### src/sv/ccc_pkg.sv
// Shared types, constants and the arctangent table for the circle contact unit.
`timescale 1ns / 1ps
package ccc_pkg;

    localparam int ATAN_ENTRIES = 24;
    localparam int CW = 28;
    localparam int ZW = 27;

    localparam logic signed [ZW-1:0] DEG180_Q16 = 27'sd11796480;
    localparam logic signed [ZW-1:0] DEG90_Q16  = 27'sd5898240;
    localparam logic signed [19:0]   DEG180_Q6  = 20'sd11520;
    localparam logic signed [19:0]   ANGLE_MAX  = 20'sd65535;
    localparam logic signed [19:0]   ANGLE_MIN  = -20'sd65536;

    typedef struct packed {
        logic                 hit;
        logic [11:0]          px;
        logic [11:0]          py;
        logic signed [15:0]   heading;
        logic                 fixed;
        logic signed [ZW-1:0] base;
    } side_t;

    typedef struct packed {
        logic signed [CW-1:0] x;
        logic signed [CW-1:0] y;
        logic signed [ZW-1:0] z;
    } vec_t;

    function automatic logic [21:0] atan_q16(input int i);
        logic [21:0] r;
        begin
            case (i)
                0:       r = 22'd2949120;
                1:       r = 22'd1740967;
                2:       r = 22'd919879;
                3:       r = 22'd466945;
                4:       r = 22'd234379;
                5:       r = 22'd117304;
                6:       r = 22'd58666;
                7:       r = 22'd29335;
                8:       r = 22'd14668;
                9:       r = 22'd7334;
                10:      r = 22'd3667;
                11:      r = 22'd1833;
                12:      r = 22'd917;
                13:      r = 22'd458;
                14:      r = 22'd229;
                15:      r = 22'd115;
                16:      r = 22'd57;
                17:      r = 22'd29;
                18:      r = 22'd14;
                19:      r = 22'd7;
                20:      r = 22'd4;
                21:      r = 22'd2;
                22:      r = 22'd1;
                default: r = 22'd0;
            endcase
            return r;
        end
    endfunction

endpackage

### src/sv/ccc_back.sv
// Output stage: rounds the angle, forms the bounce heading and saturates.
`timescale 1ns / 1ps
module ccc_back (
    input  logic               clk,
    input  logic               rst_n,
    input  logic               advance,
    input  logic               in_valid,
    input  ccc_pkg::side_t     in_side,
    input  ccc_pkg::vec_t      in_vec,
    output logic               out_valid,
    output logic               collided,
    output logic [11:0]        contact_x,
    output logic [11:0]        contact_y,
    output logic signed [16:0] contact_angle
);

    logic                          valid_reg;
    logic                          hit_reg;
    logic [11:0]                   x_reg;
    logic [11:0]                   y_reg;
    logic signed [16:0]            ang_reg;
    logic signed [16:0]            ang_next;
    logic signed [ccc_pkg::ZW-1:0] full;
    logic signed [ccc_pkg::ZW-1:0] rounded;
    logic signed [16:0]            a6;
    logic signed [19:0]            sum;

    assign full    = in_side.base + in_vec.z;
    assign rounded = full + 27'sd512;
    assign a6      = rounded[26:10];
    assign sum     = ccc_pkg::DEG180_Q6 - $signed({{2{a6[16]}}, a6, 1'b0})
                   + $signed({{4{in_side.heading[15]}}, in_side.heading});

    always_comb
    begin
        if (sum > ccc_pkg::ANGLE_MAX)
            ang_next = ccc_pkg::ANGLE_MAX[16:0];
        else if (sum < ccc_pkg::ANGLE_MIN)
            ang_next = ccc_pkg::ANGLE_MIN[16:0];
        else
            ang_next = sum[16:0];
    end

    always_ff @(posedge clk or negedge rst_n)
    begin
        if (!rst_n)
            valid_reg <= 1'b0;
        else if (advance)
            valid_reg <= in_valid;
    end

    always_ff @(posedge clk)
    begin
        if (advance)
        begin
            hit_reg <= in_side.hit;
            x_reg   <= in_side.hit ? in_side.px : 12'd0;
            y_reg   <= in_side.hit ? in_side.py : 12'd0;
            ang_reg <= in_side.hit ? ang_next : 17'sd0;
        end
    end

    assign out_valid     = valid_reg;
    assign collided      = hit_reg;
    assign contact_x     = x_reg;
    assign contact_y     = y_reg;
    assign contact_angle = ang_reg;

endmodule

### config.mk
export PLATFORM = sky130hd
export DESIGN_NAME = ccc_back
export DESIGN_NICKNAME = d
export VERILOG_FILES = /design/src/sv/ccc_pkg.sv /design/src/sv/ccc_back.sv
export SDC_FILE = /design/constraint.sdc
export NUM_CORES = 1
export LEC_CHECK = 0
export BUFFER_PORTS_ARGS = -buffer_cell sky130_fd_sc_hd__buf_2
export CAP_MARGIN = 20
export CELL_PAD_IN_SITES_DETAIL_PLACEMENT = 0
export CELL_PAD_IN_SITES_GLOBAL_PLACEMENT = 1
export CORE_AREA = 2 2 119 121
export CTS_CLUSTER_SIZE = 30
export DETAILED_ROUTE_END_ITERATION = 10
export DIE_AREA = 0 0 121 123
export PLACE_DENSITY = 0.76
export SKIP_LAST_GASP = 1
export SYNTH_ARGS = -nofsm -noshare
export SYNTH_HDL_FRONTEND = slang
export SYNTH_SLANG_ARGS = --single-unit
export TNS_END_PERCENT = 30
### constraint.sdc
create_clock -name clk -period 0.8 [get_ports clk]
set_input_delay 0.16 -clock clk [delete_from_list [all_inputs] [get_ports clk]]
set_output_delay 0.16 -clock clk [all_outputs]
set_load 0.02 [all_outputs]
==> metrics.txt <==
Leak 3.161 nW; Simple-Gate Fraction of Synth Area 11.88%; share of cells above drive strength 1 52.51%; Post-DP HPWL 8.353 mm; worst path arrival time 4530 ps; Antenna Nets Post-Route 0; Crit. End Element flip-flop; final setup fails 60; largest family of logic cells by synthesized area adder cells; first-pass GRT wire length 16.53 mm; r2r endpoint out_valid$_DFFE_PN0P_; Max-Cap Viols 0; Tmin final 4514 ps; gr usage total 13.32%; most frequent cells in the layout 132 x buf_2, 107 x buf_4, 59 x ha_1, 42 x edfxtp_1, 25 x and2_1; Post-Synth Adder-Cell Area 25.78%; Compound-Gate Fraction of Synth Area 18.71%; routability cong. 0.8302; CP required 810 ps; synthesized instance count 402; clk buf depth 2; mux contribution to synthesized area 1.036%; minimum setup slack after placement -4066 ps; pwr dens 2619 nW/um^2; Synthesized Nets 642; post-synthesis sequential area ratio 31.32%; r2r setup slk 70 ps; flops & latches, synth 43; via count 3814; Area Growth Syn to Fin 61.09%; Max FO, Critical Path 8; CTS Buf Count 5; CTS clk-pin slew, worst paths 50 ps; WS Path Type in2reg; Die ar. 14880 sq um; # DRC 0; Unique masters post-synth 52; Nets 896; reg2reg start out_valid$_DFFE_PN0P_; syn_area_per_cell 10.22 sq um; number of flops mapped to enable cells by yosys 42; Die Span X 121 um; worst slew pin tran 443.0 ps; Fin. Hold Viols 0; fin crit share 564.3%; VDD IR max 1.167 mV; vias per inst 4.557; CTS Sinks 43; setup_tns -69070 ps; Post-Route WL 9.853 mm; synthesized cell area 4106 sq um; final worst setup slack -3714 ps; failing checks negative setup slack; area fraction of the dominant cell type after synthesis 30.71%; router iterations before antenna repair 6; CP Capture Point contact_angle[12]$_SDFFCE_PN0P_; number of global-route vias before repair 3770; H-tree Lvls 2; initial antenna violation count 0; commonest non-fill, non-tap cell in the layout buf_2; Hold WC Path Type in2reg; Initial Utilization 30.17%; # fillers 1260; CP startpoint in_side[11]; Die Y 123 um; Antenna Cells 0; GRT overflow 0; root buffer cell clkbuf_16; Worst slew margin 70.34%; largest net degree at the start of global routing 37; RSZ-0062 raised after global routing true; Reg2Reg Depth 1; I/O pin count 199; routed len/inst 11.77 um; Post-Synth XOR/XNOR Area 7.892%; CTS tree yes; fraction of registers with async set/reset 2.326%; Layout Cells excl Fill 837; CORE AREA 13610 sq um; row cnt 43; Critical Path Start Type primary input; clk_lat worst skew 270 ps; top cells by area, synth edfxtp_1 31%, ha_1 25%, and2_1 4.0%; Achievable Freq 221.5 MHz; status complete, but fails checks; Post-Place Cells 815; Syn. warnings 0; skew final 0 ps; top_reg_cell synth edfxtp_1; Final Max Tran Viols 0; Hold Worst Slack 121.6 ps; PortBufs 141; leading area contributor after synthesis edfxtp_1; final core area utilization 48.60%; initial DRC count 77
cell type report:
type / instances / area, sq um / share of cell area (%)
clock inverters: 1 / 5.005 / 0.07566
well taps: 180 / 225.2 / 3.405
flip-flops and latches: 43 / 1286 / 19.44
clock buffers: 7 / 132.6 / 2.005
multi-input cells: 325 / 3194 / 48.29
inverters: 26 / 102.6 / 1.551
repair buffers: 255 / 1669 / 25.23
through the flow:
stage / total power [mW] / cell area, sq um
finish: 17.32 / 6615
global route: 18.72 / 6615
CTS: 16.96 / 6528
detailed placement: 14.06 / 6041
global placement: 13.95 / 6041
floorplan: 10.03 / 4355
state kept, by name, summed over array words and instances (netlist names):
name / flops
contact_x: 12
contact_angle: 17
out_valid: 1
collided: 1
contact_y: 12
worst min-delay path by stage:
stage / slack [ps] / cells past startpoint / endpoint / from
finish: 120 / 2 / out_valid$_DFFE_PN0P_ / in_valid
global route: 130 / 2 / out_valid$_DFFE_PN0P_ / in_valid
CTS: 120 / 2 / out_valid$_DFFE_PN0P_ / in_valid
detailed placement: -60 / 1 / out_valid$_DFFE_PN0P_ / rst_n
global placement: -70 / 1 / out_valid$_DFFE_PN0P_ / rst_n
floorplan: -140 / 0 / out_valid$_DFFE_PN0P_ / rst_n
kinds of logic after synthesis:
| family | after synthesis |
|---|---|
| buffers and inverters | 34 |
| flip-flops | 43 |
| AND/OR/NAND/NOR | 93 |
| adder cells (fa/ha/maj) | 84 |
| AO/OA/AOI/OAI | 110 |
| multiplexers | 4 |
| XOR/XNOR | 34 |
per-layer routing:
layer / up-vias / GRT usage, % / wire, um
met2: 132 / 22.86 / 4431
met4: 0 / 4.142 / 180
met5: - / 0 / 0
met1: 1668 / 17.44 / 4592
met3: 13 / 1.753 / 647
li1: 2001 / - / -
repair_timing:
action | in CTS | in global routing
buffers inserted | 9 | 5
resized for setup | 46 | 18
gates cloned | 1 | 0
hold buffers | 1 | 0
hold endpoints to repair | 1 | 0
setup endpoints to repair | 60 | 60
pin swaps | 9 | 20
worst max-delay path, stage by stage:
cell and delay (ps):
buf_2 100, ha_1 280, ha_2 200, and2_4 170, a2111oi_4 290, a31oi_2 150, a31o_4 280, a211o_1 320
o21ai_1 100, xnor2_1 140, ha_1 250, inv_2 70, ha_4 210, o21ai_1 70, nor2_1 60, or4_4 430
o21ai_4 200, mux2i_2 280, xor2_2 150, o311ai_4 320, buf_6 200, o31ai_1 80
power by group:
group / switching, mW / internal [mW]
clock: 0.694 / 1.15
combinational: 6.01 / 6.09
sequential: 0.136 / 3.24
total: 6.84 / 10.5
cells in the mapped netlist (2+ instances only):
cell / instances
nand2_1: 23
a31oi_1: 5
a311oi_1: 2
o21a_1: 4
inv_1: 26
o211ai_1: 3
a31o_2: 2
xnor2_1: 14
nand2b_1: 4
nand3_1: 4
o211a_1: 2
clkbuf_1: 6
mux2i_1: 2
or3_1: 2
nor2b_1: 5
ha_1: 83
and2_1: 26
o2111ai_1: 3
o21ai_1: 8
nand4_1: 5
a21oi_1: 28
o31ai_1: 9
xor2_1: 18
nor3_1: 4
edfxtp_1: 42
nor2_1: 13
o21ai_0: 12
mux2_2: 2
a21o_1: 18
and3_1: 4
a211o_1: 2
Power figures use the tool's default switching activity.
