### config.mk
export PLATFORM = sky130hd
export DESIGN_NAME = ccc_front
export DESIGN_NICKNAME = d
export VERILOG_FILES = /design/src/sv/ccc_pkg.sv /design/src/sv/ccc_front.sv
export SDC_FILE = /design/constraint.sdc
export NUM_CORES = 2
export LEC_CHECK = 0
export BUFFER_PORTS_ARGS = -buffer_cell sky130_fd_sc_hd__buf_4
export CAP_MARGIN = 20
export CORE_MARGIN = 10
export CORE_UTILIZATION = 55
export DETAILED_ROUTE_END_ITERATION = 7
export GPL_TIMING_DRIVEN = 0
export PLACE_DENSITY = 0.76
export REMOVE_ABC_BUFFERS = 1
export SETUP_SLACK_MARGIN = 0.2
export SLEW_MARGIN = 20
export SYNTH_ARGS = -nofsm -noshare
export SYNTH_HDL_FRONTEND = slang
export SYNTH_SLANG_ARGS = --single-unit
### constraint.sdc
create_clock -name clk -period 6.2 [get_ports clk]
set_clock_uncertainty 0.05 [all_clocks]
set_input_delay 0.93 -clock clk [delete_from_list [all_inputs] [get_ports clk]]
set_output_delay 0.93 -clock clk [all_outputs]
set_load 0.03 [all_outputs]
### src/sv/ccc_pkg.sv
// Shared types, constants and the arctangent table for the circle contact unit.
`timescale 1ns / 1ps
package ccc_pkg;

    localparam int ATAN_ENTRIES = 24;
    localparam int CW = 28;
    localparam int ZW = 27;

    localparam logic signed [ZW-1:0] DEG180_Q16 = 27'sd11796480;
    localparam logic signed [ZW-1:0] DEG90_Q16  = 27'sd5898240;
    localparam logic signed [19:0]   DEG180_Q6  = 20'sd11520;
    localparam logic signed [19:0]   ANGLE_MAX  = 20'sd65535;
    localparam logic signed [19:0]   ANGLE_MIN  = -20'sd65536;

    typedef struct packed {
        logic                 hit;
        logic [11:0]          px;
        logic [11:0]          py;
        logic signed [15:0]   heading;
        logic                 fixed;
        logic signed [ZW-1:0] base;
    } side_t;

    typedef struct packed {
        logic signed [CW-1:0] x;
        logic signed [CW-1:0] y;
        logic signed [ZW-1:0] z;
    } vec_t;

    function automatic logic [21:0] atan_q16(input int i);
        logic [21:0] r;
        begin
            case (i)
                0:       r = 22'd2949120;
                1:       r = 22'd1740967;
                2:       r = 22'd919879;
                3:       r = 22'd466945;
                4:       r = 22'd234379;
                5:       r = 22'd117304;
                6:       r = 22'd58666;
                7:       r = 22'd29335;
                8:       r = 22'd14668;
                9:       r = 22'd7334;
                10:      r = 22'd3667;
                11:      r = 22'd1833;
                12:      r = 22'd917;
                13:      r = 22'd458;
                14:      r = 22'd229;
                15:      r = 22'd115;
                16:      r = 22'd57;
                17:      r = 22'd29;
                18:      r = 22'd14;
                19:      r = 22'd7;
                20:      r = 22'd4;
                21:      r = 22'd2;
                22:      r = 22'd1;
                default: r = 22'd0;
            endcase
            return r;
        end
    endfunction

endpackage

### src/sv/ccc_front.sv
// Front stages: offsets, squared distance, contact test and CORDIC set-up.
`timescale 1ns / 1ps
module ccc_front (
    input  logic                clk,
    input  logic                rst_n,
    input  logic                advance,
    input  logic                in_valid,
    input  logic [15:0]         first_x,
    input  logic [15:0]         first_y,
    input  logic [11:0]         first_radius,
    input  logic signed [15:0]  first_heading,
    input  logic [15:0]         second_x,
    input  logic [15:0]         second_y,
    input  logic [11:0]         second_radius,
    input  logic [11:0]         contact_margin,
    output logic                c_valid,
    output ccc_pkg::side_t      c_side,
    output ccc_pkg::vec_t       c_vec
);

    logic                a_valid_reg;
    logic signed [16:0]  a_dx_reg;
    logic signed [16:0]  a_dy_reg;
    logic [13:0]         a_thr_reg;
    logic [11:0]         a_px_reg;
    logic [11:0]         a_py_reg;
    logic signed [15:0]  a_head_reg;

    logic                b_valid_reg;
    logic signed [16:0]  b_dx_reg;
    logic signed [16:0]  b_dy_reg;
    logic [33:0]         b_dx2_reg;
    logic [33:0]         b_dy2_reg;
    logic [27:0]         b_thr2_reg;
    logic [11:0]         b_px_reg;
    logic [11:0]         b_py_reg;
    logic signed [15:0]  b_head_reg;

    logic                c_valid_reg;
    ccc_pkg::side_t      c_side_reg;
    ccc_pkg::side_t      c_side_next;
    ccc_pkg::vec_t       c_vec_reg;
    ccc_pkg::vec_t       c_vec_next;

    logic signed [33:0]  dx2_s;
    logic signed [33:0]  dy2_s;
    logic [34:0]         dist2;
    logic signed [ccc_pkg::CW-1:0] x_ext;
    logic signed [ccc_pkg::CW-1:0] y_ext;

    assign dx2_s = a_dx_reg * a_dx_reg;
    assign dy2_s = a_dy_reg * a_dy_reg;
    assign dist2 = {1'b0, b_dx2_reg} + {1'b0, b_dy2_reg};
    assign x_ext = {{3{b_dx_reg[16]}}, b_dx_reg, 8'b0};
    assign y_ext = {{3{b_dy_reg[16]}}, b_dy_reg, 8'b0};

    always_comb
    begin
        c_side_next.hit     = dist2 <= {7'b0, b_thr2_reg};
        c_side_next.px      = b_px_reg;
        c_side_next.py      = b_py_reg;
        c_side_next.heading = b_head_reg;
        c_side_next.fixed   = 1'b0;
        c_side_next.base    = '0;
        c_vec_next.x        = x_ext;
        c_vec_next.y        = y_ext;
        c_vec_next.z        = '0;
        if (b_dy_reg == 17'sd0)
        begin
            c_side_next.fixed = 1'b1;
            c_side_next.base  = b_dx_reg[16] ? ccc_pkg::DEG180_Q16 : '0;
        end
        else if (b_dx_reg == 17'sd0)
        begin
            c_side_next.fixed = 1'b1;
            c_side_next.base  = b_dy_reg[16] ? -ccc_pkg::DEG90_Q16 : ccc_pkg::DEG90_Q16;
        end
        else if (b_dx_reg[16])
        begin
            c_side_next.base = b_dy_reg[16] ? -ccc_pkg::DEG180_Q16 : ccc_pkg::DEG180_Q16;
            c_vec_next.x     = -x_ext;
            c_vec_next.y     = -y_ext;
        end
    end

    always_ff @(posedge clk or negedge rst_n)
    begin
        if (!rst_n)
        begin
            a_valid_reg <= 1'b0;
            b_valid_reg <= 1'b0;
            c_valid_reg <= 1'b0;
        end
        else if (advance)
        begin
            a_valid_reg <= in_valid;
            b_valid_reg <= a_valid_reg;
            c_valid_reg <= b_valid_reg;
        end
    end

    always_ff @(posedge clk)
    begin
        if (advance)
        begin
            a_dx_reg   <= $signed({1'b0, first_x}) - $signed({1'b0, second_x});
            a_dy_reg   <= $signed({1'b0, first_y}) - $signed({1'b0, second_y});
            a_thr_reg  <= {2'b0, first_radius} + {2'b0, second_radius}
                        + {2'b0, contact_margin} + 14'd16;
            a_px_reg   <= first_x[15:4];
            a_py_reg   <= first_y[15:4];
            a_head_reg <= first_heading;

            b_dx_reg   <= a_dx_reg;
            b_dy_reg   <= a_dy_reg;
            b_dx2_reg  <= dx2_s;
            b_dy2_reg  <= dy2_s;
            b_thr2_reg <= a_thr_reg * a_thr_reg;
            b_px_reg   <= a_px_reg;
            b_py_reg   <= a_py_reg;
            b_head_reg <= a_head_reg;

            c_side_reg <= c_side_next;
            c_vec_reg  <= c_vec_next;
        end
    end

    assign c_valid = c_valid_reg;
    assign c_side  = c_side_reg;
    assign c_vec   = c_vec_reg;

endmodule

==> results.txt <==
----------------------------------------------------
[Final layout]
  Area growth from synthesis to final layout ... 18.4%
  Net count of the finished layout ... 5489
  Summed area of non-filler cells in the final layout ... 48700 um^2
  Fraction of final layout cells with drive strength greater than 1 ... 0.197
  Antenna cells ... 0
  Max reg flops ... 48
  Fraction of the core area covered by cells at the end of the flow ... 0.656

[Global route]
  Wire length of the first global-routing pass ... 150000 um
  Total Routing Usage GR ... 0.215
  Antenna violations before repair ... 0
  Aggregate global routing overflow ... 0
  Number of global-route vias before repair ... 30118
  Maximum number of pins on one net before global-route repair ... 103

[STA]
  Worst Setup Slack, final ... -190 ps
  Time the final worst path needs with I/O delays and setup ... 6390 ps
  Actual slew at the worst max-slew pin ... 815 ps
  Aggregate negative setup slack ... -917 ps
  Worst slew slack as a fraction of its limit ... 0.449
  Maximum frequency from static timing analysis ... 0.156 GHz
  Number of max-slew violations in the final report ... 0
  Fin. Hold Viols ... 0
  Share of the clock period used by the worst path after layout ... 1.03
  RSZ-0062 raised after global routing ... true
  Setup violators final ... 12

[Clock network]
  Number of buffers added to fix hold violations after cts ... 0
  Clock transition at the register clock pins on the worst setup and hold paths after CTS ... 70 ps
  Total CTS buffers ... 41
  Clock latency of the later-clocked register in the worst-skew pair ... 600 ps
  Clock tree root buffer cell ... clkbuf_16
  Clk sinks ... 344
  Clock Tree Buf Depth ... 3
  Clock H-tree levels ... 2
  TritonCTS clock tree ... built

[Worst setup path]
  Data arrival, critical path ... 6680 ps
  Kind of capture point of the worst setup path ... flop
  Family with the most delay on the worst path ... adder cells
  Startpoint type of the worst setup path ... flop
  Critical path buffers and inverters ... 6
  Worst Setup Path Type ... reg -> reg
  Most repeated library cell on the critical path ... fa_1
  Maximum cell stage delay along the critical path ... 580 ps
  CP max-delay cell ... fa_1
  CP required ... 6490 ps
  Cell chain of the critical path ... buf_6 > nand2_2 > inv_1 > fa_1 > inv_1 > fa_1 > inv_1 > fa_1 > fa_1 > fa_1 > inv_1 > fa_1 > inv_2 > ha_4 > a21o_1 > a21oi_2 > o21ai_2 > o311a_1 > a211o_1 > o221ai_4 > a31oi_4 > nor4_2 > nor3_1
  Worst-path maximum fanout ... 5

[Placed design]
  Placed Area ... 43600 um^2
  Quantity of I/O buffers inserted on ports ... 212
  Final HPWL DP ... 66400 um
  Routability cong. ... 0.856
  Placement Setup Slack ... -1040 ps

[Drt]
  Remaining routing DRC violations ... 0
  Vias after detailed routing ... 28059
  Number of DRC markers in iteration 0 ... 1658
  Antenna-violating nets left ... 0
  First-pass iteration count of the detailed router ... 6
  Drt via density ... 5.28
  Post-detailed-route wirelength per cell ... 17.5 um
  Routed wire length ... 93000 um

[Synthesis]
  Multiplexer share of the synthesized area ... 0.00313
  Post-Syn Area ... 41200 um^2
  Synth cell types ... 75
  Adder-cell share of the synthesized area ... 0.443
  Post-synthesis sequential element count ... 344
  Syn Area/Cell ... 10.7 um^2
  Area fraction in compound gates after synthesis ... 0.0685
  Yosys warnings ... 0
  Number of flops mapped to enable cells by yosys ... 341
  Cell count after synthesis ... 3860
  Primary flip-flop cell chosen by synthesis mapping ... edfxtp_1
  Synthesized-area fraction occupied by xor and xnor cells ... 0.0421
  Main combinational cell family by area after synthesis ... adder cells
  Part of the Yosys area used for sequential elements ... 0.251
  Area fraction in and, or, nand and nor cells after synthesis ... 0.0881
  Proportion of register bits with asynchronous set or reset after synthesis ... 0.00872

[Run status]
  Run status ... complete, but fails checks
  Violations in the final reports ... setup timing

[Job]
  Number of maximum-capacitance constraint violations ... 0

[Floorplanning]
  Die Width ... 294 um
  Starting density of the core ... 0.554
  Overall die height ... 294 um
  Core box area ... 74300 um^2
  Die footprint ... 86200 um^2
  Total I/O pin count ... 273
  Number of placement rows ... 100

[Min path]
  Class of the tightest hold or removal check ... in -> async

----------------------------------------------------
[worst paths after layout]
path | startpoint | to | slack (ps) | depth (start not counted)
max | a_dy_reg[2]$_DFFE_PP_ | b_dy2_reg[33]$_DFFE_PP_ | -190 | 23
min | rst_n | b_valid_reg$_DFFE_PN0P_ | 70 | 1
max reg2reg | a_dy_reg[2]$_DFFE_PP_ | b_dy2_reg[33]$_DFFE_PP_ | -190 | 23
min reg2reg | a_px_reg[6]$_DFFE_PP_ | b_px_reg[6]$_DFFE_PP_ | 370 | 0
max in group asynchronous | rst_n | a_valid_reg$_DFFE_PN0P_ | 5940 | 1
min in group clk | a_px_reg[6]$_DFFE_PP_ | b_px_reg[6]$_DFFE_PP_ | 370 | 0
[layer usage]
layer / global-route usage / part of all wire
met2: 0.389 / 0.53
met4: 0.0555 / 0.029
met5: 0 / 0
met3: 0.0315 / 0.054
met1: 0.267 / 0.39
[placed cells by master (no fill, tap or decap), drive strengths merged, types with 21 or more instances in the layout]
cell type  count
a21o          71
a21oi        119
a31oi         21
and2         144
and3          21
buf          483
clkbuf        48
conb          60
edfxtp       341
fa           669
ha           387
inv          947
nand2        274
nand3         21
nor2         132
nor2b         43
nor3          36
o21a          26
o21ai         61
xnor2        145
xor2          53
[Yosys cell counts (26+ instances only)]
master | number | area, um^2
inv_1 | 949 | 3560
fa_1 | 669 | 13400
ha_1 | 387 | 4840
edfxtp_1 | 341 | 10200
nand2_1 | 274 | 1030
xnor2_1 | 145 | 1270
and2_1 | 144 | 901
nor2_1 | 132 | 495
a21oi_1 | 119 | 596
clkbuf_1 | 69 | 259
a21o_1 | 68 | 510
buf_4 | 64 | 480
o21ai_0 | 59 | 295
xor2_1 | 53 | 464
nor2b_1 | 43 | 269
nor3_1 | 36 | 180
o21a_1 | 26 | 195
[cell type report]
class                   instances  area (um^2)
well taps                     969         1210
multi-input cells            2493        28200
clock buffers                  47         1050
flip-flops and latches        344        10300
repair buffers                484         4130
inverters                     949         3590
clock inverters                25          258
fillers                      5595        25600
[cell families (layout without fill, tap and decap cells)]
| family | after synthesis | after routing |
|---|---|---|
| buf+inv | 1082 | 1505 |
| fa+ha+maj | 1056 | 1056 |
| simple gates | 749 | 749 |
| compound gates | 418 | 418 |
| flops | 344 | 344 |
| xor+xnor | 198 | 198 |
| mux | 12 | 12 |
| other cells | 1 | 60 |
[stage by stage]
stage               instances  hold WS, ps
global placement         4967          350
detailed placement       4971          355
floorplan                3786          350
CTS                      5252         36.9
finish                   5311         72.0
global route             5311         50.7
[timing repair]
item                                    in CTS  in global routing
pin swaps                                  120                107
hold endpoints to repair                     0                  0
setup buffers                              209                 58
resized for setup                          219                186
endpoints found under the setup margin      51                 37
gates cloned                                 0                  1
Power is not shown: default switching activity piles up to over one toggle a cycle in this logic, so the estimate is an artifact.
