[src/sv/ccc_pkg.sv]
// Shared types, constants and the arctangent table for the circle contact unit.
`timescale 1ns / 1ps
package ccc_pkg;

    localparam int ATAN_ENTRIES = 24;
    localparam int CW = 28;
    localparam int ZW = 27;

    localparam logic signed [ZW-1:0] DEG180_Q16 = 27'sd11796480;
    localparam logic signed [ZW-1:0] DEG90_Q16  = 27'sd5898240;
    localparam logic signed [19:0]   DEG180_Q6  = 20'sd11520;
    localparam logic signed [19:0]   ANGLE_MAX  = 20'sd65535;
    localparam logic signed [19:0]   ANGLE_MIN  = -20'sd65536;

    typedef struct packed {
        logic                 hit;
        logic [11:0]          px;
        logic [11:0]          py;
        logic signed [15:0]   heading;
        logic                 fixed;
        logic signed [ZW-1:0] base;
    } side_t;

    typedef struct packed {
        logic signed [CW-1:0] x;
        logic signed [CW-1:0] y;
        logic signed [ZW-1:0] z;
    } vec_t;

    function automatic logic [21:0] atan_q16(input int i);
        logic [21:0] r;
        begin
            case (i)
                0:       r = 22'd2949120;
                1:       r = 22'd1740967;
                2:       r = 22'd919879;
                3:       r = 22'd466945;
                4:       r = 22'd234379;
                5:       r = 22'd117304;
                6:       r = 22'd58666;
                7:       r = 22'd29335;
                8:       r = 22'd14668;
                9:       r = 22'd7334;
                10:      r = 22'd3667;
                11:      r = 22'd1833;
                12:      r = 22'd917;
                13:      r = 22'd458;
                14:      r = 22'd229;
                15:      r = 22'd115;
                16:      r = 22'd57;
                17:      r = 22'd29;
                18:      r = 22'd14;
                19:      r = 22'd7;
                20:      r = 22'd4;
                21:      r = 22'd2;
                22:      r = 22'd1;
                default: r = 22'd0;
            endcase
            return r;
        end
    endfunction

endpackage

[src/sv/ccc_cordic_stage.sv]
// One registered vectoring CORDIC iteration.
`timescale 1ns / 1ps
module ccc_cordic_stage #(
    parameter int STEP = 0
) (
    input  logic           clk,
    input  logic           rst_n,
    input  logic           advance,
    input  logic           in_valid,
    input  ccc_pkg::side_t in_side,
    input  ccc_pkg::vec_t  in_vec,
    output logic           out_valid,
    output ccc_pkg::side_t out_side,
    output ccc_pkg::vec_t  out_vec
);

    localparam logic signed [ccc_pkg::ZW-1:0] ANGLE =
        $signed({5'b0, ccc_pkg::atan_q16(STEP)});

    logic           valid_reg;
    ccc_pkg::side_t side_reg;
    ccc_pkg::vec_t  vec_reg;
    ccc_pkg::vec_t  vec_next;

    always_comb
    begin
        vec_next = in_vec;
        if (!in_side.fixed)
        begin
            if (in_vec.y > 0)
            begin
                vec_next.x = in_vec.x + (in_vec.y >>> STEP);
                vec_next.y = in_vec.y - (in_vec.x >>> STEP);
                vec_next.z = in_vec.z + ANGLE;
            end
            else
            begin
                vec_next.x = in_vec.x - (in_vec.y >>> STEP);
                vec_next.y = in_vec.y + (in_vec.x >>> STEP);
                vec_next.z = in_vec.z - ANGLE;
            end
        end
    end

    always_ff @(posedge clk or negedge rst_n)
    begin
        if (!rst_n)
            valid_reg <= 1'b0;
        else if (advance)
            valid_reg <= in_valid;
    end

    always_ff @(posedge clk)
    begin
        if (advance)
        begin
            side_reg <= in_side;
            vec_reg  <= vec_next;
        end
    end

    assign out_valid = valid_reg;
    assign out_side  = side_reg;
    assign out_vec   = vec_reg;

endmodule

[config.mk]
export PLATFORM = sky130hd
export DESIGN_NAME = ccc_cordic_stage
export DESIGN_NICKNAME = d
export VERILOG_FILES = /design/src/sv/ccc_pkg.sv /design/src/sv/ccc_cordic_stage.sv
export SDC_FILE = /design/constraint.sdc
export NUM_CORES = 1
export LEC_CHECK = 0
export BUFFER_PORTS_ARGS = -buffer_cell sky130_fd_sc_hd__buf_2
export CAP_MARGIN = 20
export CORE_ASPECT_RATIO = 1.5
export CORE_MARGIN = 3
export CORE_UTILIZATION = 59
export CTS_BUF_LIST = sky130_fd_sc_hd__clkbuf_4 sky130_fd_sc_hd__clkbuf_8
export DETAILED_ROUTE_END_ITERATION = 12
export GPL_TIMING_DRIVEN = 0
export HOLD_SLACK_MARGIN = 0.05
export MAX_ROUTING_LAYER = met4
export PLACE_DENSITY = 0.89
export SLEW_MARGIN = 25
export SYNTH_ARGS = -nofsm -noshare
export SYNTH_HDL_FRONTEND = slang
export SYNTH_SLANG_ARGS = --single-unit
[constraint.sdc]
create_clock -name clk -period 1.45 [get_ports clk]
set_clock_uncertainty 0.1 [all_clocks]
set_input_delay 0.145 -clock clk [delete_from_list [all_inputs] [get_ports clk]]
set_output_delay 0.145 -clock clk [all_outputs]
set_load 0.02 [all_outputs]
==> impl_results.md, run 1 <==
* Status: stopped before the end
* Last stage reached: global routing
* Error Message: [ERROR GRT-0116] Global routing finished with congestion. Check the congestion regions in the DRC Viewer.
* Chip width at 115 um
* Area after DPL at 13,000 um^2
* Synth top area share at 0.434
* Sequential area share after synthesis at 0.437
* PortBufs at between 300 and 400
* Post-synth top cells: edfxtp_1, a21oi_1, ha_1, inv_1, nor2_1
* TritonCTS Buffers at 17
* Die height at 169 um
* Syn avg cell area at ~9.8 um^2
* Site Rows at 59
* Vias in the first global route at 16.6k
* Synth Flop Type: edfxtp_1
* Largest net degree at the start of global routing at 92
* Initial Utilization at 0.603
* CTS Buffer Depth at 2
* Root buf cell: clkbuf_8
* Fraction of registers with async set/reset at 0.00654
* GR Util All Layers at 0.827
* Global placer's final weighted congestion at between 1 and 1.5
* Io pins at 309
* Synth area leader: edfxtp_1
* H-Tree Depth at 4
* Seq cells post-synth at 153
* Largest cells by area after synthesis: edfxtp_1, ha_1, a21oi_1
* Syn Nets at 1,325
* Top-count cell post-synth: edfxtp_1
* Grt ovf at 278
* Yosys warning count at 0
* Clock sinks at 153
* Synth unique cells at 68
* Synthesized cell area at 10,500 um^2
* EDFF count, synth at 152
* Placed Cells at between 1.5k and 2k
* Gate count of the mapped netlist at between 1k and 1.5k
* Global-route wire length before repair at 118,000 um
* DP HPWL at approximately 34,000 um
==> metrics by stage <==
stage / worst slack [ns] / TNS, ns / hold slack (ns)
2_1_floorplan: -1.43 / -48.72 / -0.251
3_3_place_gp: -2.24 / -336.25 / -0.181
3_5_place_dp: -2.46 / -105.31 / -0.180
4_1_cts: -1.55 / -53.33 / -0.0154
==> per-layer routing <==
layer,overflow,global-route usage
met1,11,0.815
met2,173,0.980
met3,8,0.638
met4,86,0.813
met5,-,-
==> cell families after synthesis <==
family | after synthesis | synth area share
fa+ha+maj | 94 | 0.115
simple gates | 271 | 0.123
flops | 153 | 0.437
xor+xnor | 55 | 0.0459
mux | 27 | 0.0261
compound gates | 335 | 0.202
buf+inv | 140 | 0.0520
==> timing repair <==
action                     CTS
gates cloned                 2
hold endpoints to repair   199
pin swaps                  131
setup endpoints to repair   66
resized for setup          271
setup buffers               83
hold buffers               142
==> inputs of run 2 (changes only) <==
==> config.mk (replaced) <==
export PLATFORM = sky130hd
export DESIGN_NAME = ccc_cordic_stage
export DESIGN_NICKNAME = d
export VERILOG_FILES = /design/src/sv/ccc_pkg.sv /design/src/sv/ccc_cordic_stage.sv
export SDC_FILE = /design/constraint.sdc
export NUM_CORES = 1
export LEC_CHECK = 0
export BUFFER_PORTS_ARGS = -buffer_cell sky130_fd_sc_hd__buf_2
export CAP_MARGIN = 20
export CORE_MARGIN = 3
export CORE_UTILIZATION = 40
export DETAILED_ROUTE_END_ITERATION = 12
export GPL_TIMING_DRIVEN = 0
export PLACE_DENSITY_LB_ADDON = 0.15
export SLEW_MARGIN = 25
export SYNTH_ARGS = -nofsm -noshare
export SYNTH_HDL_FRONTEND = slang
export SYNTH_SLANG_ARGS = --single-unit
==> run 2 against run 1 <==
Against the previous run:
- the flow now finishes, with violations (negative hold slack, negative setup slack)
- synthesized area unchanged
- synthesized cell count is the same
==> impl_results.md, run 2 <==
* Status: finished, violations left
* Failing checks: negative hold slack, negative setup slack
* Critical Path Max Stage Delay at 0.38 ns
* Fin util at 0.691
* Commonest cells after routing, fill and taps aside: buf_2, edfxtp_1, dlygate4sd3_1
* Largest net degree at the start of global routing at 100
* First-pass DRT Iterations at 5
* Chip width at 168 um (+46%)
* Syn avg cell area at 9.77 um^2 (unchanged)
* Comb pwr share at 0.377
* Io pins at 309 (unchanged)
* Yosys warning count at 0 (unchanged)
* Worst Setup End Kind: register
* Max_slew headroom at 0.366
* Fraction of registers with async set/reset at 0.00654 (unchanged)
* Sw frac at 0.354
* Nets at 1,885
* Placed Cells at 1,713 (+7.3%)
* Share of layout cells above drive strength 1 at 0.447
* DP HPWL at 30,600 um (-9.8%)
* PD cells at a little over 900 nW/um^2
* Drt total wl at 45,300 um
* Clock sinks at 153 (unchanged)
* Worst slew pin tran at 0.950 ns
* Initial antenna violation count at 1
* Sequential Power Share at 0.339
* Synth top area share at 0.434 (unchanged)
* Die height at 168 um (-0.81%)
* Clock slew at reported path FFs at 0.08 ns
* Fin Hold WS at -0.0761 ns
* Commonest non-fill, non-tap cell in the layout: buf_2
* Synth Flop Type: edfxtp_1
* Final Hold Vio Count at 1
* Buffers plus inverters on the worst setup path at 5
* Largest cells by area after synthesis: edfxtp_1, ha_1, a21oi_1
* Die area at ~28,000 um^2
* Global-route wire length before repair at around 65,000 um
* Wire per inst at between 20 and 25 um
* CTS Hold Bufs at 118 (-17%)
* GR Util All Layers at 0.299
* Post-synth top cells: edfxtp_1, a21oi_1, ha_1, inv_1, nor2_1
* ANT nets after route at 0
* Final setup viols at 66
* Peak supply drop at approximately 0.0008 V
* Synth unique cells at 68 (unchanged)
* Seq cells post-synth at 153 (unchanged)
* Min cycle time layout at 3.05 ns
* Cell Count, Final, Fillers Out at 1,979
* Synthesized cell area at 10,500 um^2 (unchanged)
* CTS Buffer Depth at 2 (unchanged)
* Worst setup SP type: input pin
* Global placer's final weighted congestion at 0.945 (-11%)
* PortBufs at 307 (unchanged)
* Root buf cell: clkbuf_16
* Sequential area share after synthesis at 0.437 (unchanged)
* Worst Path Required at between 1.5 and 2 ns
* Final Max Tran Viols at 0
* Grt ovf at 0
* EDFF count, synth at 152 (unchanged)
* Critical Path, Cell by Cell: buf_8, nor4_4, nand4_1, nor2_4, or2_4, inv_4, buf_8, buf_12, ha_4, buf_6, a21oi_4, o21bai_1, a21oi_2, o21bai_1, a211o_1, a31oi_2, xor2_1, o21ai_1
* RSZ-0062 raised after global routing: yes
* Sw power at 5.74 mW
* CTS tree: done
* Clk Latency, worst-skew pair at 0.44 ns
* Internal Power at approximately 10 mW
* Clk pwr share at 0.284
* Slack of the critical path at -1.60 ns
* Site Rows at 58 (-1.7%)
* Highest clock rate at between 300 and 400 MHz
* Vias in the first global route at 10.8k
* Synth-to-Final Area Change at 67.7%
* Residual DRC at 0
* Worst EP arrival at 3.12 ns
* Critical path's slowest cell: nor4_4
* Vias per cell at 5.66
* H-Tree Depth at 4 (unchanged)
* Core ar. at 25,500 um^2
* TritonCTS Buffers at 17 (unchanged)
* Gate count of the mapped netlist at 1,075 (unchanged)
* Top delay family on crit path: compound AO/OA/AOI/OAI gates
* Top-count cell post-synth: edfxtp_1
* Total number of vias at 11.2k
* Syn Nets at 1,325 (unchanged)
* CP max FO at 4
* FILL cells at 1,878
* Cell area after layout at ~18,000 um^2
* Initial Utilization at 0.412 (-0.191)
* Synth area leader: edfxtp_1
* Power Total at 16.2 mW
* Area after DPL at 13,200 um^2 (+1.1%)
* Max FFs per register at 83
* Starting DRT DRC Count at 1,091
* Type of the worst setup path: in2reg
* Leak pwr at 7.35 nW
* Max Cap Violations at 0
* Period utilisation layout at 2.10
* Hold Crit Class: in2reg
## run 2: cell counts after synthesis
No cell type changed its count.
## run 2: path summary, 6_finish.rpt
kind | slack, ns | end | start | cells after the start
worst max-delay path | -1.60 | out_vec[25]$_DFFE_PP_ | in_vec[51] | 18
min in group asynchronous | 0.44 | out_valid$_DFFE_PN0P_ | rst_n | 3
worst min-delay path | -0.08 | out_vec[52]$_DFFE_PP_ | in_vec[52] | 3
worst min register to register | 0.41 | out_valid$_DFFE_PN0P_ | out_valid$_DFFE_PN0P_ | 1
max in group asynchronous | 0.71 | out_valid$_DFFE_PN0P_ | rst_n | 3
worst max register to register | 0.61 | out_valid$_DFFE_PN0P_ | out_valid$_DFFE_PN0P_ | 1
## run 2: layout make-up
class / instances / area, um^2 / share of cell area
multi-input combinational: 782 / 6980 / 0.396
clock buffer: 18 / 429 / 0.0244
tap: 330 / 413 / 0.0234
inverter: 87 / 402 / 0.0228
sequential: 153 / 4590 / 0.261
clock inverter: 14 / 158 / 0.00895
timing repair buffer: 543 / 4140 / 0.235
buffer: 51 / 504 / 0.0286
antenna: 1 / 2.50 / 0.000142
## run 2: routing by layer
metal,global-route usage,vias up,share of wire
li1,-,5077,-
met5,0,-,0
met2,0.511,613,0.48
met1,0.385,5406,0.39
met4,0.101,0,0.039
met3,0.0524,113,0.085
## run 2: power by group through the flow
stage / Clock [mW] / Combinational, mW / Sequential, mW
after floorplan: 0 / 2.19 / 6.19
after global placement: 0 / 4.36 / 5.60
after detailed placement: 0 / 4.39 / 5.59
after CTS: 4.69 / 5.48 / 5.50
after global routing: 4.87 / 6.42 / 5.54
final: 4.61 / 6.10 / 5.50
## run 2: cells by family after synthesis
| kind of cell | Yosys count | share of synthesized area |
|---|---|---|
| adders and majority gates | 94 | 0.115 |
| buffers and inverters | 140 | 0.0520 |
| DFF | 153 | 0.437 |
| muxes | 27 | 0.0261 |
| and+or+nand+nor | 271 | 0.123 |
| AOI/OAI and AO/OA | 335 | 0.202 |
| xor gates and xnor gates | 55 | 0.0459 |
## run 2: through the flow
step                      TNS [ns]  hold WS (ns)  worst slack [ns]
after floorplan             -48.72        -0.251             -1.43
after global placement     -370.61        -0.180             -2.48
after detailed placement   -103.79        -0.177             -2.48
after CTS                   -54.67       -0.0818             -1.59
after global routing        -62.55       -0.0569             -1.65
final                       -59.43       -0.0761             -1.60
## run 2: tightest hold or removal path: stages
cell	delay (ns)
buf_6	0.10
nand2_1	0.05
o21ai_1	0.07
## run 2: what timing repair did
action,CTS,global route
hold endpoints to repair,118,1
setup buffers,78,42
setup endpoints to repair,67,66
pin swaps,119,97
gates cloned,3,1
gates resized for setup,266,157
Note: power is estimated with default switching activity, not from simulation.
